[src/rtl/sccb_pkg.sv]
// Package: shared types, codes and step table of the SCCB register access master.
package sccb_pkg;

    // Item kinds
    localparam logic [1:0] KIND_TICK  = 2'd0;
    localparam logic [1:0] KIND_WRITE = 2'd1;
    localparam logic [1:0] KIND_READ  = 2'd2;

    // Configuration register indexes
    localparam logic CFG_PHASE_TICKS = 1'b0;
    localparam logic CFG_DEV_ADDR    = 1'b1;

    // Configuration reset values
    localparam logic [7:0] PHASE_TICKS_RST = 8'd4;
    localparam logic [6:0] DEV_ADDR_RST    = 7'd48;

    // Byte position within a transaction
    localparam logic [2:0] BYTE_ADDR  = 3'd0;
    localparam logic [2:0] BYTE_REG   = 3'd1;
    localparam logic [2:0] BYTE_VALUE = 3'd2;
    localparam logic [2:0] BYTE_RADDR = 3'd3;
    localparam logic [2:0] BYTE_END   = 3'd4;

    localparam logic [3:0] BITS_PER_BYTE = 4'd8;

    // Line action codes for each step
    localparam logic [1:0] LV_LOW  = 2'd0;
    localparam logic [1:0] LV_HIGH = 2'd1;
    localparam logic [1:0] LV_KEEP = 2'd2;
    localparam logic [1:0] LV_DATA = 2'd3;

    typedef enum logic [23:0] {
        PH_IDLE = 24'h000001,
        PH_S0   = 24'h000002,
        PH_S1   = 24'h000004,
        PH_S2   = 24'h000008,
        PH_S3   = 24'h000010,
        PH_B0   = 24'h000020,
        PH_B1   = 24'h000040,
        PH_B2   = 24'h000080,
        PH_A0   = 24'h000100,
        PH_A1   = 24'h000200,
        PH_A2   = 24'h000400,
        PH_A3   = 24'h000800,
        PH_P0   = 24'h001000,
        PH_P1   = 24'h002000,
        PH_P2   = 24'h004000,
        PH_R0   = 24'h008000,
        PH_R1   = 24'h010000,
        PH_R2   = 24'h020000,
        PH_R3   = 24'h040000,
        PH_R4   = 24'h080000,
        PH_N0   = 24'h100000,
        PH_N1   = 24'h200000,
        PH_N2   = 24'h400000,
        PH_N3   = 24'h800000
    } t_phase;

    typedef struct packed {
        logic [1:0] scl;
        logic [1:0] sda;
        logic       full;
    } t_step;

    typedef struct packed {
        t_phase     phase;
        logic [7:0] tick_count;
        logic [3:0] bit_index;
        logic [2:0] byte_index;
        logic [7:0] shift_byte;
        logic       is_read;
        logic [7:0] target_register;
        logic [7:0] pending_value;
        logic [7:0] received_byte;
        logic       scl;
        logic       sda;
        logic       ack_ok;
    } t_state;

    typedef struct packed {
        logic       scl_level;
        logic       sda_release;
        logic       busy_res;
        logic       done_res;
        logic       success;
        logic [7:0] read_data;
        logic       cmd_rejected;
    } t_result;

    // Line actions and wait length of each step
    function automatic t_step step_of(t_phase ph);
        t_step st;
        case (ph)
            PH_S0:   st = '{LV_KEEP, LV_HIGH, 1'b1};
            PH_S1:   st = '{LV_HIGH, LV_KEEP, 1'b1};
            PH_S2:   st = '{LV_KEEP, LV_LOW,  1'b1};
            PH_S3:   st = '{LV_LOW,  LV_KEEP, 1'b0};
            PH_B0:   st = '{LV_KEEP, LV_DATA, 1'b0};
            PH_B1:   st = '{LV_HIGH, LV_KEEP, 1'b1};
            PH_B2:   st = '{LV_LOW,  LV_KEEP, 1'b0};
            PH_A0:   st = '{LV_KEEP, LV_HIGH, 1'b0};
            PH_A1:   st = '{LV_HIGH, LV_KEEP, 1'b1};
            PH_A2:   st = '{LV_LOW,  LV_KEEP, 1'b1};
            PH_A3:   st = '{LV_KEEP, LV_LOW,  1'b1};
            PH_P0:   st = '{LV_KEEP, LV_LOW,  1'b0};
            PH_P1:   st = '{LV_HIGH, LV_KEEP, 1'b1};
            PH_P2:   st = '{LV_KEEP, LV_HIGH, 1'b1};
            PH_R0:   st = '{LV_KEEP, LV_HIGH, 1'b1};
            PH_R1:   st = '{LV_KEEP, LV_KEEP, 1'b0};
            PH_R2:   st = '{LV_HIGH, LV_KEEP, 1'b0};
            PH_R3:   st = '{LV_KEEP, LV_KEEP, 1'b0};
            PH_R4:   st = '{LV_LOW,  LV_KEEP, 1'b0};
            PH_N0:   st = '{LV_KEEP, LV_HIGH, 1'b0};
            PH_N1:   st = '{LV_HIGH, LV_KEEP, 1'b1};
            PH_N2:   st = '{LV_LOW,  LV_KEEP, 1'b1};
            PH_N3:   st = '{LV_KEEP, LV_LOW,  1'b1};
            default: st = '{LV_KEEP, LV_KEEP, 1'b1};
        endcase
        return st;
    endfunction

    // Enter a step: set the lines and load its wait (a zero wait lasts one tick)
    function automatic t_state enter_phase(t_state s, t_phase ph, logic [7:0] ticks);
        t_state     r;
        t_step      st;
        logic [7:0] w;
        r       = s;
        r.phase = ph;
        st      = step_of(ph);
        w       = st.full ? ticks : {1'b0, ticks[7:1]};
        if (ph == PH_IDLE) begin
            r.tick_count = '0;
        end else begin
            if (st.scl != LV_KEEP) r.scl = st.scl[0];
            if (st.sda == LV_DATA) begin
                r.sda = r.shift_byte[7];
            end else if (st.sda != LV_KEEP) begin
                r.sda = st.sda[0];
            end
            r.tick_count = (w != 8'd0) ? w : 8'd1;
        end
        return r;
    endfunction

endpackage

[src/rtl/sccb_in_if.sv]
// Interface: input item channel (ticks and commands).
interface sccb_in_if;
    import sccb_pkg::*;

    logic       valid;
    logic       ready;
    logic [1:0] kind;
    logic [7:0] reg_addr;
    logic [7:0] write_value;
    logic       sda_in;

    modport source (output valid, output kind, output reg_addr, output write_value,
                    output sda_in, input ready);
    modport sink   (input valid, input kind, input reg_addr, input write_value,
                    input sda_in, output ready);
endinterface

[src/rtl/sccb_out_if.sv]
// Interface: result item channel (line levels and status).
interface sccb_out_if;
    import sccb_pkg::*;

    logic       valid;
    logic       ready;
    logic       scl_level;
    logic       sda_release;
    logic       busy_res;
    logic       done_res;
    logic       success;
    logic [7:0] read_data;
    logic       cmd_rejected;

    modport source (output valid, output scl_level, output sda_release, output busy_res,
                    output done_res, output success, output read_data,
                    output cmd_rejected, input ready);
    modport sink   (input valid, input scl_level, input sda_release, input busy_res,
                    input done_res, input success, input read_data,
                    input cmd_rejected, output ready);
endinterface

[src/rtl/sccb_step.sv]
// Next-state and result logic for one input item of the SCCB master.
module sccb_step (
    input  sccb_pkg::t_state  i_state,
    input  logic [7:0]        i_phase_ticks,
    input  logic [6:0]        i_dev_addr,
    input  logic [1:0]        i_kind,
    input  logic [7:0]        i_reg_addr,
    input  logic [7:0]        i_write_value,
    input  logic              i_sda_in,
    output sccb_pkg::t_state  o_state,
    output sccb_pkg::t_result o_result
);
    import sccb_pkg::*;

    t_state     nx;
    logic       done;
    logic       rejected;
    logic [3:0] bit_inc;

    assign bit_inc = i_state.bit_index + 4'd1;

    // Advance the bus sequencer by one item
    always_comb begin
        nx       = i_state;
        done     = 1'b0;
        rejected = 1'b0;
        case (i_kind)
            KIND_WRITE, KIND_READ: begin
                if (i_state.phase != PH_IDLE) begin
                    rejected = 1'b1;
                end else begin
                    nx.is_read         = (i_kind == KIND_READ);
                    nx.target_register = i_reg_addr;
                    nx.pending_value   = i_write_value;
                    nx.byte_index      = BYTE_ADDR;
                    nx.bit_index       = '0;
                    nx.ack_ok          = 1'b1;
                    nx.received_byte   = '0;
                    nx = enter_phase(nx, PH_S0, i_phase_ticks);
                end
            end
            KIND_TICK: begin
                if (i_state.phase != PH_IDLE) begin
                    if (i_state.tick_count > 8'd1) begin
                        nx.tick_count = i_state.tick_count - 8'd1;
                    end else begin
                        // Wait over: sample and move to the next step
                        case (i_state.phase)
                            PH_S0: nx = enter_phase(nx, PH_S1, i_phase_ticks);
                            PH_S1: nx = enter_phase(nx, PH_S2, i_phase_ticks);
                            PH_S2: nx = enter_phase(nx, PH_S3, i_phase_ticks);
                            PH_S3: begin
                                nx.bit_index = '0;
                                if (i_state.byte_index == BYTE_VALUE) begin
                                    nx.byte_index = BYTE_RADDR;
                                    nx.shift_byte = {i_dev_addr, 1'b1};
                                end else begin
                                    nx.byte_index = BYTE_ADDR;
                                    nx.shift_byte = {i_dev_addr, 1'b0};
                                end
                                nx = enter_phase(nx, PH_B0, i_phase_ticks);
                            end
                            PH_B0: nx = enter_phase(nx, PH_B1, i_phase_ticks);
                            PH_B1: nx = enter_phase(nx, PH_B2, i_phase_ticks);
                            PH_B2: begin
                                nx.shift_byte = {i_state.shift_byte[6:0], 1'b0};
                                nx.bit_index  = bit_inc;
                                nx = enter_phase(nx, (bit_inc >= BITS_PER_BYTE) ? PH_A0 : PH_B0,
                                                 i_phase_ticks);
                            end
                            PH_A0: nx = enter_phase(nx, PH_A1, i_phase_ticks);
                            PH_A1: begin
                                nx.ack_ok = ~i_sda_in;
                                nx = enter_phase(nx, PH_A2, i_phase_ticks);
                            end
                            PH_A2: nx = enter_phase(nx, PH_A3, i_phase_ticks);
                            PH_A3: begin
                                if (!i_state.ack_ok) begin
                                    nx.byte_index = BYTE_END;
                                    nx = enter_phase(nx, PH_P0, i_phase_ticks);
                                end else if (i_state.byte_index == BYTE_ADDR) begin
                                    nx.byte_index = BYTE_REG;
                                    nx.shift_byte = i_state.target_register;
                                    nx.bit_index  = '0;
                                    nx = enter_phase(nx, PH_B0, i_phase_ticks);
                                end else if (i_state.byte_index == BYTE_REG && !i_state.is_read) begin
                                    nx.byte_index = BYTE_VALUE;
                                    nx.shift_byte = i_state.pending_value;
                                    nx.bit_index  = '0;
                                    nx = enter_phase(nx, PH_B0, i_phase_ticks);
                                end else if (i_state.byte_index == BYTE_REG) begin
                                    nx.byte_index = BYTE_VALUE;
                                    nx = enter_phase(nx, PH_P0, i_phase_ticks);
                                end else if (i_state.byte_index == BYTE_RADDR) begin
                                    nx.bit_index     = '0;
                                    nx.received_byte = '0;
                                    nx = enter_phase(nx, PH_R0, i_phase_ticks);
                                end else begin
                                    nx.byte_index = BYTE_END;
                                    nx = enter_phase(nx, PH_P0, i_phase_ticks);
                                end
                            end
                            PH_P0: nx = enter_phase(nx, PH_P1, i_phase_ticks);
                            PH_P1: nx = enter_phase(nx, PH_P2, i_phase_ticks);
                            PH_P2: begin
                                // Between the two halves of a read: a stop, then a new start
                                if (i_state.is_read && i_state.ack_ok &&
                                    i_state.byte_index == BYTE_VALUE) begin
                                    nx = enter_phase(nx, PH_S0, i_phase_ticks);
                                end else begin
                                    nx   = enter_phase(nx, PH_IDLE, i_phase_ticks);
                                    done = 1'b1;
                                end
                            end
                            PH_R0: nx = enter_phase(nx, PH_R1, i_phase_ticks);
                            PH_R1: nx = enter_phase(nx, PH_R2, i_phase_ticks);
                            PH_R2: begin
                                nx.received_byte = {i_state.received_byte[6:0], i_sda_in};
                                nx = enter_phase(nx, PH_R3, i_phase_ticks);
                            end
                            PH_R3: nx = enter_phase(nx, PH_R4, i_phase_ticks);
                            PH_R4: begin
                                nx.bit_index = bit_inc;
                                nx = enter_phase(nx, (bit_inc >= BITS_PER_BYTE) ? PH_N0 : PH_R1,
                                                 i_phase_ticks);
                            end
                            PH_N0: nx = enter_phase(nx, PH_N1, i_phase_ticks);
                            PH_N1: nx = enter_phase(nx, PH_N2, i_phase_ticks);
                            PH_N2: nx = enter_phase(nx, PH_N3, i_phase_ticks);
                            PH_N3: begin
                                nx.byte_index = BYTE_END;
                                nx = enter_phase(nx, PH_P0, i_phase_ticks);
                            end
                            default: nx = enter_phase(nx, PH_IDLE, i_phase_ticks);
                        endcase
                    end
                end
            end
            default: begin
                nx = i_state;
            end
        endcase
    end

    // Result fields from the updated state
    always_comb begin
        o_state               = nx;
        o_result.scl_level    = nx.scl;
        o_result.sda_release  = nx.sda;
        o_result.busy_res     = (nx.phase != PH_IDLE);
        o_result.done_res     = done;
        o_result.success      = done && nx.ack_ok;
        o_result.read_data    = (done && nx.ack_ok && nx.is_read) ? nx.received_byte : 8'd0;
        o_result.cmd_rejected = rejected;
    end

endmodule

[src/rtl/sccb_register_access_master_core.sv]
// Top level: SCCB register access master with item handshakes and config port.
// One input item (a timer tick or a command) is taken per clock while ready is high;
// its result item is held in an output register and appears the cycle after acceptance,
// while the next item may already be accepted. Input ready drops only while the
// output register holds an untaken result. Bus timing is set by tick items: each
// bus step lasts phase_ticks ticks (or half of that), counted in the state register.
module sccb_register_access_master_core (
    input  logic       i_clk,
    input  logic       i_rst_n,
    sccb_in_if.sink    i_in,
    sccb_out_if.source o_out,
    input  logic       i_cfg_we,
    input  logic       i_cfg_idx,
    input  logic [7:0] i_cfg_data
);
    import sccb_pkg::*;

    t_state     r_state;
    t_state     n_state;
    t_result    r_result;
    t_result    n_result;
    logic       r_out_valid;
    logic [7:0] r_phase_ticks;
    logic [6:0] r_dev_addr;
    logic       accept;

    // Handshake: take a new item whenever the output register is free or draining
    assign i_in.ready = !r_out_valid || o_out.ready;
    assign accept     = i_in.valid && i_in.ready;

    sccb_step u_step (
        .i_state       (r_state),
        .i_phase_ticks (r_phase_ticks),
        .i_dev_addr    (r_dev_addr),
        .i_kind        (i_in.kind),
        .i_reg_addr    (i_in.reg_addr),
        .i_write_value (i_in.write_value),
        .i_sda_in      (i_in.sda_in),
        .o_state       (n_state),
        .o_result      (n_result)
    );

    // Configuration registers
    always_ff @(posedge i_clk) begin
        if (!i_rst_n) begin
            r_phase_ticks <= PHASE_TICKS_RST;
            r_dev_addr    <= DEV_ADDR_RST;
        end else if (i_cfg_we) begin
            case (i_cfg_idx)
                CFG_PHASE_TICKS: r_phase_ticks <= i_cfg_data;
                CFG_DEV_ADDR:    r_dev_addr    <= i_cfg_data[6:0];
                default:         r_dev_addr    <= r_dev_addr;
            endcase
        end
    end

    // Sequencer state
    always_ff @(posedge i_clk) begin
        if (!i_rst_n) begin
            r_state.phase           <= PH_IDLE;
            r_state.tick_count      <= '0;
            r_state.bit_index       <= '0;
            r_state.byte_index      <= BYTE_ADDR;
            r_state.shift_byte      <= '0;
            r_state.is_read         <= 1'b0;
            r_state.target_register <= '0;
            r_state.pending_value   <= '0;
            r_state.received_byte   <= '0;
            r_state.scl             <= 1'b1;
            r_state.sda             <= 1'b1;
            r_state.ack_ok          <= 1'b1;
        end else if (accept) begin
            r_state <= n_state;
        end
    end

    // Output register
    always_ff @(posedge i_clk) begin
        if (!i_rst_n) begin
            r_out_valid <= 1'b0;
        end else if (accept) begin
            r_out_valid <= 1'b1;
        end else if (o_out.ready) begin
            r_out_valid <= 1'b0;
        end
    end

    always_ff @(posedge i_clk) begin
        if (accept) begin
            r_result <= n_result;
        end
    end

    assign o_out.valid        = r_out_valid;
    assign o_out.scl_level    = r_result.scl_level;
    assign o_out.sda_release  = r_result.sda_release;
    assign o_out.busy_res     = r_result.busy_res;
    assign o_out.done_res     = r_result.done_res;
    assign o_out.success      = r_result.success;
    assign o_out.read_data    = r_result.read_data;
    assign o_out.cmd_rejected = r_result.cmd_rejected;

endmodule

[src/flat_wrapper.sv]
// flat-port wrapper written by rule: the top's interface ports become plain ports
module sccb_register_access_master_core_flat import sccb_pkg::*;
  (i_clk, i_rst_n, i_cfg_we, i_cfg_idx, i_cfg_data, i_in_valid, i_in_kind, i_in_reg_addr, i_in_write_value, i_in_sda_in, i_in_ready, o_out_valid, o_out_scl_level, o_out_sda_release, o_out_busy_res, o_out_done_res, o_out_success, o_out_read_data, o_out_cmd_rejected, o_out_ready);
  sccb_in_if i_in_i ();
  sccb_out_if o_out_i ();
  input  logic i_clk;
  input  logic i_rst_n;
  input  logic i_cfg_we;
  input  logic i_cfg_idx;
  input  logic [7:0] i_cfg_data;
  input wire logic [$bits(i_in_i.valid)-1:0] i_in_valid;
  input wire logic [$bits(i_in_i.kind)-1:0] i_in_kind;
  input wire logic [$bits(i_in_i.reg_addr)-1:0] i_in_reg_addr;
  input wire logic [$bits(i_in_i.write_value)-1:0] i_in_write_value;
  input wire logic [$bits(i_in_i.sda_in)-1:0] i_in_sda_in;
  output wire logic [$bits(i_in_i.ready)-1:0] i_in_ready;
  output wire logic [$bits(o_out_i.valid)-1:0] o_out_valid;
  output wire logic [$bits(o_out_i.scl_level)-1:0] o_out_scl_level;
  output wire logic [$bits(o_out_i.sda_release)-1:0] o_out_sda_release;
  output wire logic [$bits(o_out_i.busy_res)-1:0] o_out_busy_res;
  output wire logic [$bits(o_out_i.done_res)-1:0] o_out_done_res;
  output wire logic [$bits(o_out_i.success)-1:0] o_out_success;
  output wire logic [$bits(o_out_i.read_data)-1:0] o_out_read_data;
  output wire logic [$bits(o_out_i.cmd_rejected)-1:0] o_out_cmd_rejected;
  input wire logic [$bits(o_out_i.ready)-1:0] o_out_ready;
  assign i_in_i.valid = i_in_valid;
  assign i_in_i.kind = i_in_kind;
  assign i_in_i.reg_addr = i_in_reg_addr;
  assign i_in_i.write_value = i_in_write_value;
  assign i_in_i.sda_in = i_in_sda_in;
  assign i_in_ready = i_in_i.ready;
  assign o_out_valid = o_out_i.valid;
  assign o_out_scl_level = o_out_i.scl_level;
  assign o_out_sda_release = o_out_i.sda_release;
  assign o_out_busy_res = o_out_i.busy_res;
  assign o_out_done_res = o_out_i.done_res;
  assign o_out_success = o_out_i.success;
  assign o_out_read_data = o_out_i.read_data;
  assign o_out_cmd_rejected = o_out_i.cmd_rejected;
  assign o_out_i.ready = o_out_ready;
  sccb_register_access_master_core u_core (.i_clk(i_clk), .i_rst_n(i_rst_n), .i_in(i_in_i), .o_out(o_out_i), .i_cfg_we(i_cfg_we), .i_cfg_idx(i_cfg_idx), .i_cfg_data(i_cfg_data));
endmodule
[config.mk]
export PLATFORM = sky130hd
export DESIGN_NAME = sccb_register_access_master_core_flat
export DESIGN_NICKNAME = d
export VERILOG_FILES = /design/src/rtl/sccb_pkg.sv /design/src/rtl/sccb_in_if.sv /design/src/rtl/sccb_out_if.sv /design/src/rtl/sccb_step.sv /design/src/rtl/sccb_register_access_master_core.sv /design/src/flat_wrapper.sv
export SDC_FILE = /design/constraint.sdc
export NUM_CORES = 1
export LEC_CHECK = 0
export ABC_AREA = 1
export BUFFER_PORTS_ARGS = -buffer_cell sky130_fd_sc_hd__buf_4
export CORE_ASPECT_RATIO = 0.7
export CORE_MARGIN = 2
export CORE_UTILIZATION = 40
export DETAILED_ROUTE_END_ITERATION = 16
export PLACE_DENSITY = 0.67
export SYNTH_ARGS = -nofsm -noshare
export SYNTH_HDL_FRONTEND = slang
export SYNTH_SLANG_ARGS = --single-unit
[constraint.sdc]
create_clock -name i_clk -period 5.1 [get_ports i_clk]
set_input_delay 0.255 -clock i_clk [delete_from_list [all_inputs] [get_ports i_clk]]
set_output_delay 0.255 -clock i_clk [all_outputs]
set_load 0.05 [all_outputs]
# --- After elaboration in Yosys (flattened, before gate mapping) ---
# Cells that the tools add are included.
word_totals:
  elab_cells: 624
  output_inout_bits: 16
  in_bits: 33
  register_bits: 105
classes:
  n_addsub: 2
  n_bitwise: 26
  order_cmp: 2
  muxes: 310
  n_reduce_logical: 65
  eq_ne: 197
op_table:
  columns: ["cell", "n"]
  rows:
  - ["$pmux W75 S23", 1]
  - ["$mux W5", 135]
  - ["$mux W8", 61]
  - ["$mux W67", 5]
  - ["$reduce_bool A8 Y1", 29]
  - ["$ne A2 B2 Y1 const B", 82]
  - ["$mux W75", 2]
  - ["$pmux W75 S2", 1]
  - ["$pmux W5 S10", 2]
  - ["$mux W1", 95]
  - ["$eq A2 B2 Y1 const B", 30]
  - ["$reduce_and A28 Y1", 2]
  - ["$mux W53", 1]
  - ["$ne A24 B1 Y1 const B", 2]
  - ["$mux W43", 1]
  - ["$reduce_and A27 Y1", 1]
  - ["$not A1 Y1", 26]
  - ["$eq A21 B24 Y1 const B", 1]
  - ["$eq A24 B10 Y1 const B", 1]
  - ["$eq A24 B11 Y1 const B", 1]
  - ["$eq A24 B12 Y1 const B", 1]
  - ["$eq A24 B13 Y1 const B", 1]
  - ["$eq A24 B14 Y1 const B", 1]
  - ["$eq A24 B15 Y1 const B", 1]
  - ["other kinds (95)", 119]

# --- Longest topological paths before layout ---
# Gate-level depths: netlist (run 1).
depth:
  word_depth: 24
  depth_mapped: 19
  ltp_nobuf: 19

# --- Modules after synthesis ---
# A second synthesis (run 1) with hierarchy kept.
unflattened:
  cells_unflattened: 1512
  area_unflattened_um2: 8784.7
by_module_without_submodules:
  columns: ["module", "cells_each", "instances", "area_each_um2", "seq_area_each_um2"]
  rows:
  - ["sccb_step", 943, 1, 4463.0, 0.0]
  - ["sccb_register_access_master_core", 569, 1, 4321.6, 2242.2]

# --- Worst setup path after synthesis (run 1) ---
# OpenSTA, ideal clock, no wires.
synth_timing:
  path_type: "flip-flop to flip-flop"
  from: "register u_core.r_out_valid (netlist: u_core.o_out.valid)"
  to: "register u_core.r_result (netlist bit u_core.o_out.busy_res), enable pin"
  setup_ps: 384
  setup_slack_ps: 2699
  required_time_ps: 4716
  t_arrival_ps: 2017
  path_stages_with_launch: 5
  n_path_buf: 1
  synth_period_minus_slack_ps: 2401
  cell_sequence: "dfxtp_1 > nand2_1 > nand2_1 > inv_2 > buf_1"
synth_between:
  elab_chain_len: 3
synth_lines:
  columns: ["item", "line", "rtl"]
  rows:
  - ["start: declaration", "sccb_register_access_master_core.sv:22", "logic r_out_valid;"]
  - ["start signal: assignment", "sccb_register_access_master_core.sv:80", "r_out_valid <= 1'b0;"]
  - ["start signal: assignment", "sccb_register_access_master_core.sv:82", "r_out_valid <= 1'b1;"]
  - ["start signal: assignment", "sccb_register_access_master_core.sv:84", "r_out_valid <= 1'b0;"]
  - ["$logic_not A1 Y1", "sccb_register_access_master_core.sv:28", "assign i_in.ready = !r_out_valid || o_out.ready;"]
  - ["$logic_or A1 B1 Y1", "sccb_register_access_master_core.sv:28", null]
  - ["named net i_in_ready", "flat_wrapper.sv:16", "output wire logic [$bits(i_in_i.ready)-1:0] i_in_ready;"]
  - ["$logic_and A1 B1 Y1", "sccb_register_access_master_core.sv:29", "assign accept = i_in.valid && i_in.ready;"]
  - ["named net u_core.accept", "sccb_register_access_master_core.sv:25", "logic accept;"]
  - ["end signal: assignment", "sccb_register_access_master_core.sv:90", "r_result <= n_result;"]
  - ["end: declaration", "sccb_register_access_master_core.sv:20", "t_result r_result;"]
# The timed path passes the listed nets, and every way through them passes these cells.
# A chain may end at the register's enable or synchronous reset.

==> impl_metrics.csv, run 1 <==
group,metric,value,unit
placement,dp_cells,1472,
yosys,syn_avg_cell_area,6.30,sq um
finish,areaGrowthSynthToFinish,10.3,%
floorplan,dieArea,0.0204,sq mm
finish,diodes,0,
global_routing,grt_max_degree,49,
floorplan,rows,42,
drt,drt_pass1_iterations,5,
drt,drt-initial-drc-count,1068,
cts,cts.clk_slew.worst_paths,0.09,ns
pwr,p_leak,0.00372,uW
cts,hold_buffers,0,
worst_setup_path,critPathMaxStageDelay,0.36,ns
drt,drt-total-wl,26.5,mm
yosys,synth-main-ff-cell,"dfxtp_1",
worst_setup_path,path_max_fanout,30,
timing,fin_ws,2.04,ns
finish,fill_cells,1997,
worst_setup_path,cp.arrival,3.14,ns
pwr,power.density,271,mW/mm^2
finish,drive_gt1_share,11.8,%
worst_setup_path,path_cells,"nor2_2 -> nand2_2 -> nor2_4 -> buf_4 -> nand3_4 -> nand2_2 -> nand2_2 -> inv_2 -> o21ai_0 -> or2_2 -> nor3_1 -> nand4_1",
timing,min_period,3.06,ns
global_routing,grt_first_pass_wirelength,42.0,mm
timing,rsz0062_at_grt,"no",
timing,slew_headroom,17.5,%
worst_setup_path,start_kind,"flop",
worst_setup_path,worst-path-buf-inv,2,
drt,antenna_left,0,
timing,finalSetupViolations,0,
floorplan,die_width,170,um
floorplan,pin_count,49,
cts,cts_resized,0,
finish,final_cell_area,0.00851,sq mm
yosys,ys_ff_latch,104,
drt,drt-vias-per-instance,5.84,
worst_setup_path,cp-end-kind,"flop",
job,maxCapViolations,0,
timing,drv_slew,0,
cts,cts.sinks,104,
worst_setup_path,crit_type,"flop to flop",
yosys,synth_fp_nets,1263,
global_routing,track_usage,26.2,%
cts,clk_latency,0.36,ns
global_routing,first_global_vias,7701,
timing,finalHoldViolCount,0,
placement,port_buffers,48,
cts,post_cts_buffers,0,
timing,tightest_slew,1.23,ns
run_status,status,"complete, no violations",
timing,finalCritPeriodShare,59.9,%
cts,cts_tree,"done",
yosys,synthCells,1224,
placement,placed_cell_area,0.00819,sq mm
yosys,yosysSeqAreaShare,28.8,%
drt,wire_per_inst,17.8,um
cts,cts_inserted_buffers,9,
worst_setup_path,slowest_stage,"dfxtp_1",
drt,drcViolationCount,0,
pwr,peakVddDrop,0.171,mV
yosys,ys_types,55,
worst_setup_path,cp_common_cell,"nand2_2",
placement,pre_cts_slack,2.11,ns
cts,clockBufferDepth,2,
cts,root_buffer,"clkbuf_16",
finish,seqCellArea,0.00222,sq mm
cts,cts-htree-levels,3,
finish,final_cell_count_no_fill,1488,
yosys,synth-edff-count,14,
floorplan,core_area,0.0189,sq mm
finish,multi_input_area,0.00467,sq mm
yosys,yosys_warnings,0,
worst_setup_path,cp_data_required_time,5.19,ns
worst_setup_path,r2r_slack,2.04,ns
timing,skew,0.0125,ns
timing,timing.fmax,0.327,GHz
yosys,syn_area,0.00772,sq mm
floorplan,die_y,120,um
yosys,async_flop_share,0,%
global_routing,antenna_found_initial,0,
drt,vias,8690,
placement,place_congestion,1.03,
worst_setup_path,critical-path-top-delay-family,"simple AND/OR/NAND/NOR gates",
placement,dp_hpwl,19.5,mm
floorplan,start_util,40.8,%
finish,layout.nets,1280,
global_routing,grt_overflow,0,
worst_hold_path,hp-class,"input port to flop",
timing,fin_setup_tns,0,ns
[worst paths after layout]
| kind | from | endpoint | cells past startpoint |
|---|---|---|---|
| max | u_core.r_state[68]$_SDFFE_PN0P_ | u_core.o_out.busy_res$_DFFE_PP_ | 12 |
| min | i_cfg_data[2] | u_core.r_phase_ticks[2]$_SDFFE_PN1P_ | 3 |
| max reg2reg | u_core.r_state[68]$_SDFFE_PN0P_ | u_core.o_out.busy_res$_DFFE_PP_ | 12 |
| min reg2reg | u_core.r_state[16]$_SDFFE_PN0P_ | u_core.r_state[16]$_SDFFE_PN0P_ | 2 |
[layout by cell type (no fill, tap or decap), types with 17 or more instances in the layout]
| cell | netlist | layout |
|---|---|---|
| a21oi_1 | 118 | 118 |
| buf_4 | 2 | 58 |
| dfxtp_1 | 90 | 90 |
| inv_1 | 122 | 122 |
| nand2_1 | 231 | 231 |
| nand3_1 | 134 | 134 |
| nor2_1 | 137 | 137 |
| nor3_1 | 25 | 25 |
| o211ai_1 | 17 | 17 |
| o21ai_0 | 95 | 95 |
| o22ai_1 | 18 | 18 |
[per-stage QoR]
step / hold WS [ns] / utilization [%] / total power (uW)
finish: 0.123 / 45.0 / 2310
global route: 0.134 / 45.0 / 2420
CTS: 0.122 / 45.0 / 2300
detailed placement: 0.448 / 43.3 / 1560
global placement: 0.445 / 43.3 / 1550
floorplan: 0.385 / - / 1390
[layout make-up]
class | instances | area share [%]
flip-flops and latches | 104 | 26.1
inverters | 145 | 6.39
clock buffers | 9 | 2.65
clock inverters | 7 | 1.10
well taps | 242 | 3.56
multi-input cells | 922 | 54.9
repair buffers | 59 | 5.35
[power breakdown]
part	internal [uW]	switching (uW)	total [uW]
logic	188	447	634
registers	874	47.2	921
clock network	358	394	753
[worst min-delay path: stages]
cell and delay [ns]:
buf_4 0.09, nand2_1 0.04, o211ai_1 0.06
[cells in the mapped netlist (4+ instances only)]
cell | count | area share, %
nand2_1 | 231 | 11
nor2_1 | 137 | 6.7
nand3_1 | 134 | 8.7
inv_1 | 122 | 5.9
a21oi_1 | 118 | 7.7
o21ai_0 | 95 | 6.2
dfxtp_1 | 90 | 23
clkbuf_1 | 29 | 1.4
nor3_1 | 25 | 1.6
o22ai_1 | 18 | 1.5
o211ai_1 | 17 | 1.7
inv_2 | 15 | 0.73
nand4_1 | 15 | 1.2
nor2_2 | 15 | 1.2
edfxtp_1 | 14 | 5.4
nand2_2 | 13 | 1.1
buf_2 | 11 | 0.71
nor4_1 | 9 | 0.73
o21ai_1 | 9 | 0.58
buf_6 | 8 | 1.2
clkinv_1 | 8 | 0.39
nand3_2 | 8 | 1.0
a211oi_1 | 6 | 0.58
ha_1 | 6 | 0.97
xor2_1 | 6 | 0.68
and2_1 | 5 | 0.41
nand2_4 | 5 | 0.73
nor2_4 | 5 | 0.73
o221ai_1 | 5 | 0.57
nand3b_1 | 4 | 0.39
[cell families after synthesis]
group	Yosys count	share of synthesized area [%]
adder cells (fa/ha/maj)	6	0.973
AND/OR/NAND/NOR	625	38.4
AO/OA/AOI/OAI	283	20.2
flip-flops	104	28.8
XOR/XNOR	8	0.908
buffers and inverters	198	10.7
[per-layer routing]
metal | vias up | global-route usage, % | share of wire, %
li1 | 4156 | - | -
met1 | 3998 | 40.4 | 47
met2 | 485 | 35.5 | 39
met3 | 51 | 6.81 | 12
met4 | 0 | 6.52 | 2.0
met5 | - | 0 | 0
[flip-flops by register name (all words and copies together) (netlist names)]
name and cells:
u_core.o_out.busy_res 1, u_core.o_out.cmd_rejected 1, u_core.o_out.done_res 1, u_core.o_out.read_data 8, u_core.o_out.scl_level 1, u_core.o_out.sda_release 1, u_core.o_out.success 1, u_core.o_out.valid 1
u_core.r_dev_addr 7, u_core.r_phase_ticks 8, u_core.r_state 74
Power figures use the tool's default switching activity.
==> inputs of run 2 (changes only) <==
ABC_AREA = 0   (was 1)
PLACE_DENSITY = 0.7   (was 0.67)
clock period = 2.5 ns   (was 5.1 ns; I/O delays follow)
==> impl_metrics.csv, run 2 <==
group,metric,value,unit
drt,wire_per_inst,23.2,um
finish,largest_register_ffs,74,
worst_setup_path,crit_type,"flop to flop",
timing,fin_ws,-0.598,ns
cts,root_buffer,"clkbuf_16",
pwr,power.density,440,mW/mm^2
global_routing,antenna_found_initial,0,
global_routing,track_usage,31.6,%
global_routing,grt_overflow,0,
yosys,synth_top_area_share,28.0,%
cts,clockBufferDepth,2,
timing,finalCritPeriodShare,124,%
yosys,yosys.area.top_type,"dfxtp_1",
placement,place_congestion,1.02,
finish,final_cell_count_no_fill,1318,
drt,drt-total-wl,30.6,mm
global_routing,grt_first_pass_wirelength,41.4,mm
yosys,synth_fp_nets,856,
yosys,synthMostInstantiatedCell,"nand2_1",
yosys,synth-main-ff-cell,"dfxtp_1",
floorplan,start_util,41.2,%
finish,multi_input_area,0.00488,sq mm
timing,skew,0.0148,ns
cts,cts_inserted_buffers,9,
run_status,status,"complete, but fails checks",
timing,drv_slew,0,
finish,layout.nets,1152,
finish,seqCellArea,0.00227,sq mm
drt,antenna_left,0,
yosys,yosysSeqAreaShare,34.6,%
floorplan,rows,38,
global_routing,first_global_vias,7282,
timing,hold_ws,0.00886,ns
finish,fill_cells,1090,
pwr,p_total,4730,uW
floorplan,die_y,110,um
finish,final_cell_mix,"buf_4 (275), nand2_1 (97), dfxtp_1 (72)",
placement,port_buffers,48,
drt,drcViolationCount,0,
placement,pre_cts_slack,-0.666,ns
placement,dp_cells,1220,
drt,drt-initial-drc-count,1202,
yosys,ys_ff_latch,104,
cts,hold_buffers,0,
timing,tightest_slew,0.701,ns
floorplan,die_width,155,um
pwr,p_leak,0.00427,uW
timing,min_period,3.10,ns
timing,rsz0062_at_grt,"yes",
yosys,syn_area,0.00643,sq mm
floorplan,dieArea,0.0171,sq mm
drt,drt-vias-per-instance,6.36,
cts,cts_tree,"done",
yosys,synthCells,817,
timing,finalSetupViolations,85,
worst_setup_path,cp_data_required_time,2.80,ns
timing,timing.fmax,0.323,GHz
floorplan,core_area,0.0156,sq mm
global_routing,grt_max_degree,35,
run_status,violations,"negative setup slack",
yosys,synth_common_cells,"nand2_1 (104), dfxtp_1 (90), nor2_1 (82)",
finish,layout_commonest_cell,"buf_4",
worst_setup_path,start_kind,"flop",
cts,cts.sinks,104,
finish,diodes,0,
job,maxCapViolations,0,
yosys,ys_types,82,
worst_hold_path,hp-class,"input port to flop",
finish,areaGrowthSynthToFinish,67.1,%
yosys,yosys_warnings,0,
placement,dp_hpwl,18.8,mm
worst_setup_path,cp.arrival,3.39,ns
floorplan,pin_count,49,
timing,slew_headroom,53.2,%
yosys,syn_avg_cell_area,7.87,sq um
drt,drt_pass1_iterations,5,
yosys,async_flop_share,0,%
yosys,yosys-top-cells-area,"dfxtp_1 (28%), edfxtp_1 (6.5%), nand2_1 (6.1%)",
cts,cts-htree-levels,3,
cts,cts.clk_slew.worst_paths,0.08,ns
worst_setup_path,path_max_fanout,5,
timing,finalHoldViolCount,0,
worst_setup_path,cp-end-kind,"flop",
cts,clk_latency,0.37,ns
finish,regMostFlops,"u_core.r_state",
pwr,peakVddDrop,0.353,mV
yosys,synth-edff-count,14,
finish,drive_gt1_share,49.8,%
drt,vias,8384,
## run 2: cell families (layout without fill, tap and decap cells)
group / after synthesis / count (layout) / share of synthesized area, %
compound gates: 213 / 213 / 22.5
xor+xnor: 16 / 16 / 2.18
fa+ha+maj: 6 / 6 / 1.17
buf+inv: 83 / 384 / 5.45
flops: 104 / 104 / 34.6
mux: 6 / 6 / 0.935
simple gates: 389 / 389 / 33.2
## run 2: power breakdown
| group | switching [uW] | leakage (uW) | total (uW) | internal (uW) |
|---|---|---|---|---|
| Clock | 753 | 0.000142 | 1460 | 706 |
| Sequential | 49.9 | 0.000879 | 1790 | 1740 |
| Combinational | 814 | 0.00325 | 1480 | 663 |
| Total | 1620 | 0.00427 | 4730 | 3110 |
## run 2: worst paths after layout
check / start / to / slack [ns] / depth (start not counted)
worst min-delay path: i_cfg_data[7] / u_core.r_phase_ticks[7]$_SDFFE_PN0P_ / 0.009 / 3
worst min register to register: u_core.r_state[22]$_SDFFE_PN0P_ / u_core.r_state[22]$_SDFFE_PN0P_ / 0.47 / 2
worst max-delay path: u_core.r_state[66]$_SDFFE_PN0P_ / u_core.r_state[32]$_SDFFE_PN0P_ / -0.60 / 15
worst max register to register: u_core.r_state[66]$_SDFFE_PN0P_ / u_core.r_state[32]$_SDFFE_PN0P_ / -0.60 / 15
## run 2: metal layers
layer | vias to the layer above | global-route usage, % | wire, um
met3 | 150 | 8.99 | 4050
li1 | 3639 | - | -
met1 | 3956 | 46.1 | 12300
met4 | 0 | 9.04 | 1440
met2 | 639 | 45.3 | 12800
met5 | - | 0 | 0
## run 2: worst max-delay path: stages, from the launching register on
cell     delay, ns
dfxtp_4       0.37
nor4_4        0.40
buf_4         0.21
nand2_2       0.12
buf_4         0.17
nor4_2        0.31
buf_4         0.20
nor4b_4       0.06
nand4_1       0.15
buf_4         0.15
nand2_2       0.04
buf_6         0.14
buf_12        0.12
buf_12        0.12
a311o_1       0.33
a21oi_2       0.13
## run 2: stage by stage
stage / TNS [ns] / cell area (sq um) / util, %
after floorplan: -7.30 / 6580 / -
after global placement: -29.28 / 8530 / 54.7
after detailed placement: -30.20 / 8530 / 54.7
after CTS: -14.62 / 9870 / 63.3
after global routing: -32.38 / 10700 / 68.9
final: -28.00 / 10700 / 68.9
## run 2: repair_timing
| item | CTS | global route |
|---|---|---|
| buffers inserted | 55 | 29 |
| gates cloned | 4 | 3 |
| endpoints found under the setup margin | 83 | 85 |
| gates resized for setup | 150 | 133 |
| pin swaps | 82 | 88 |
## run 2: area by class of cell
cell class	count	share of cell area [%]
inverter	23	0.804
sequential	104	21.1
multi-input combinational	630	45.4
clock inverter	6	0.583
clock buffer	10	2.13
tap	200	2.33
timing repair buffer	345	27.6
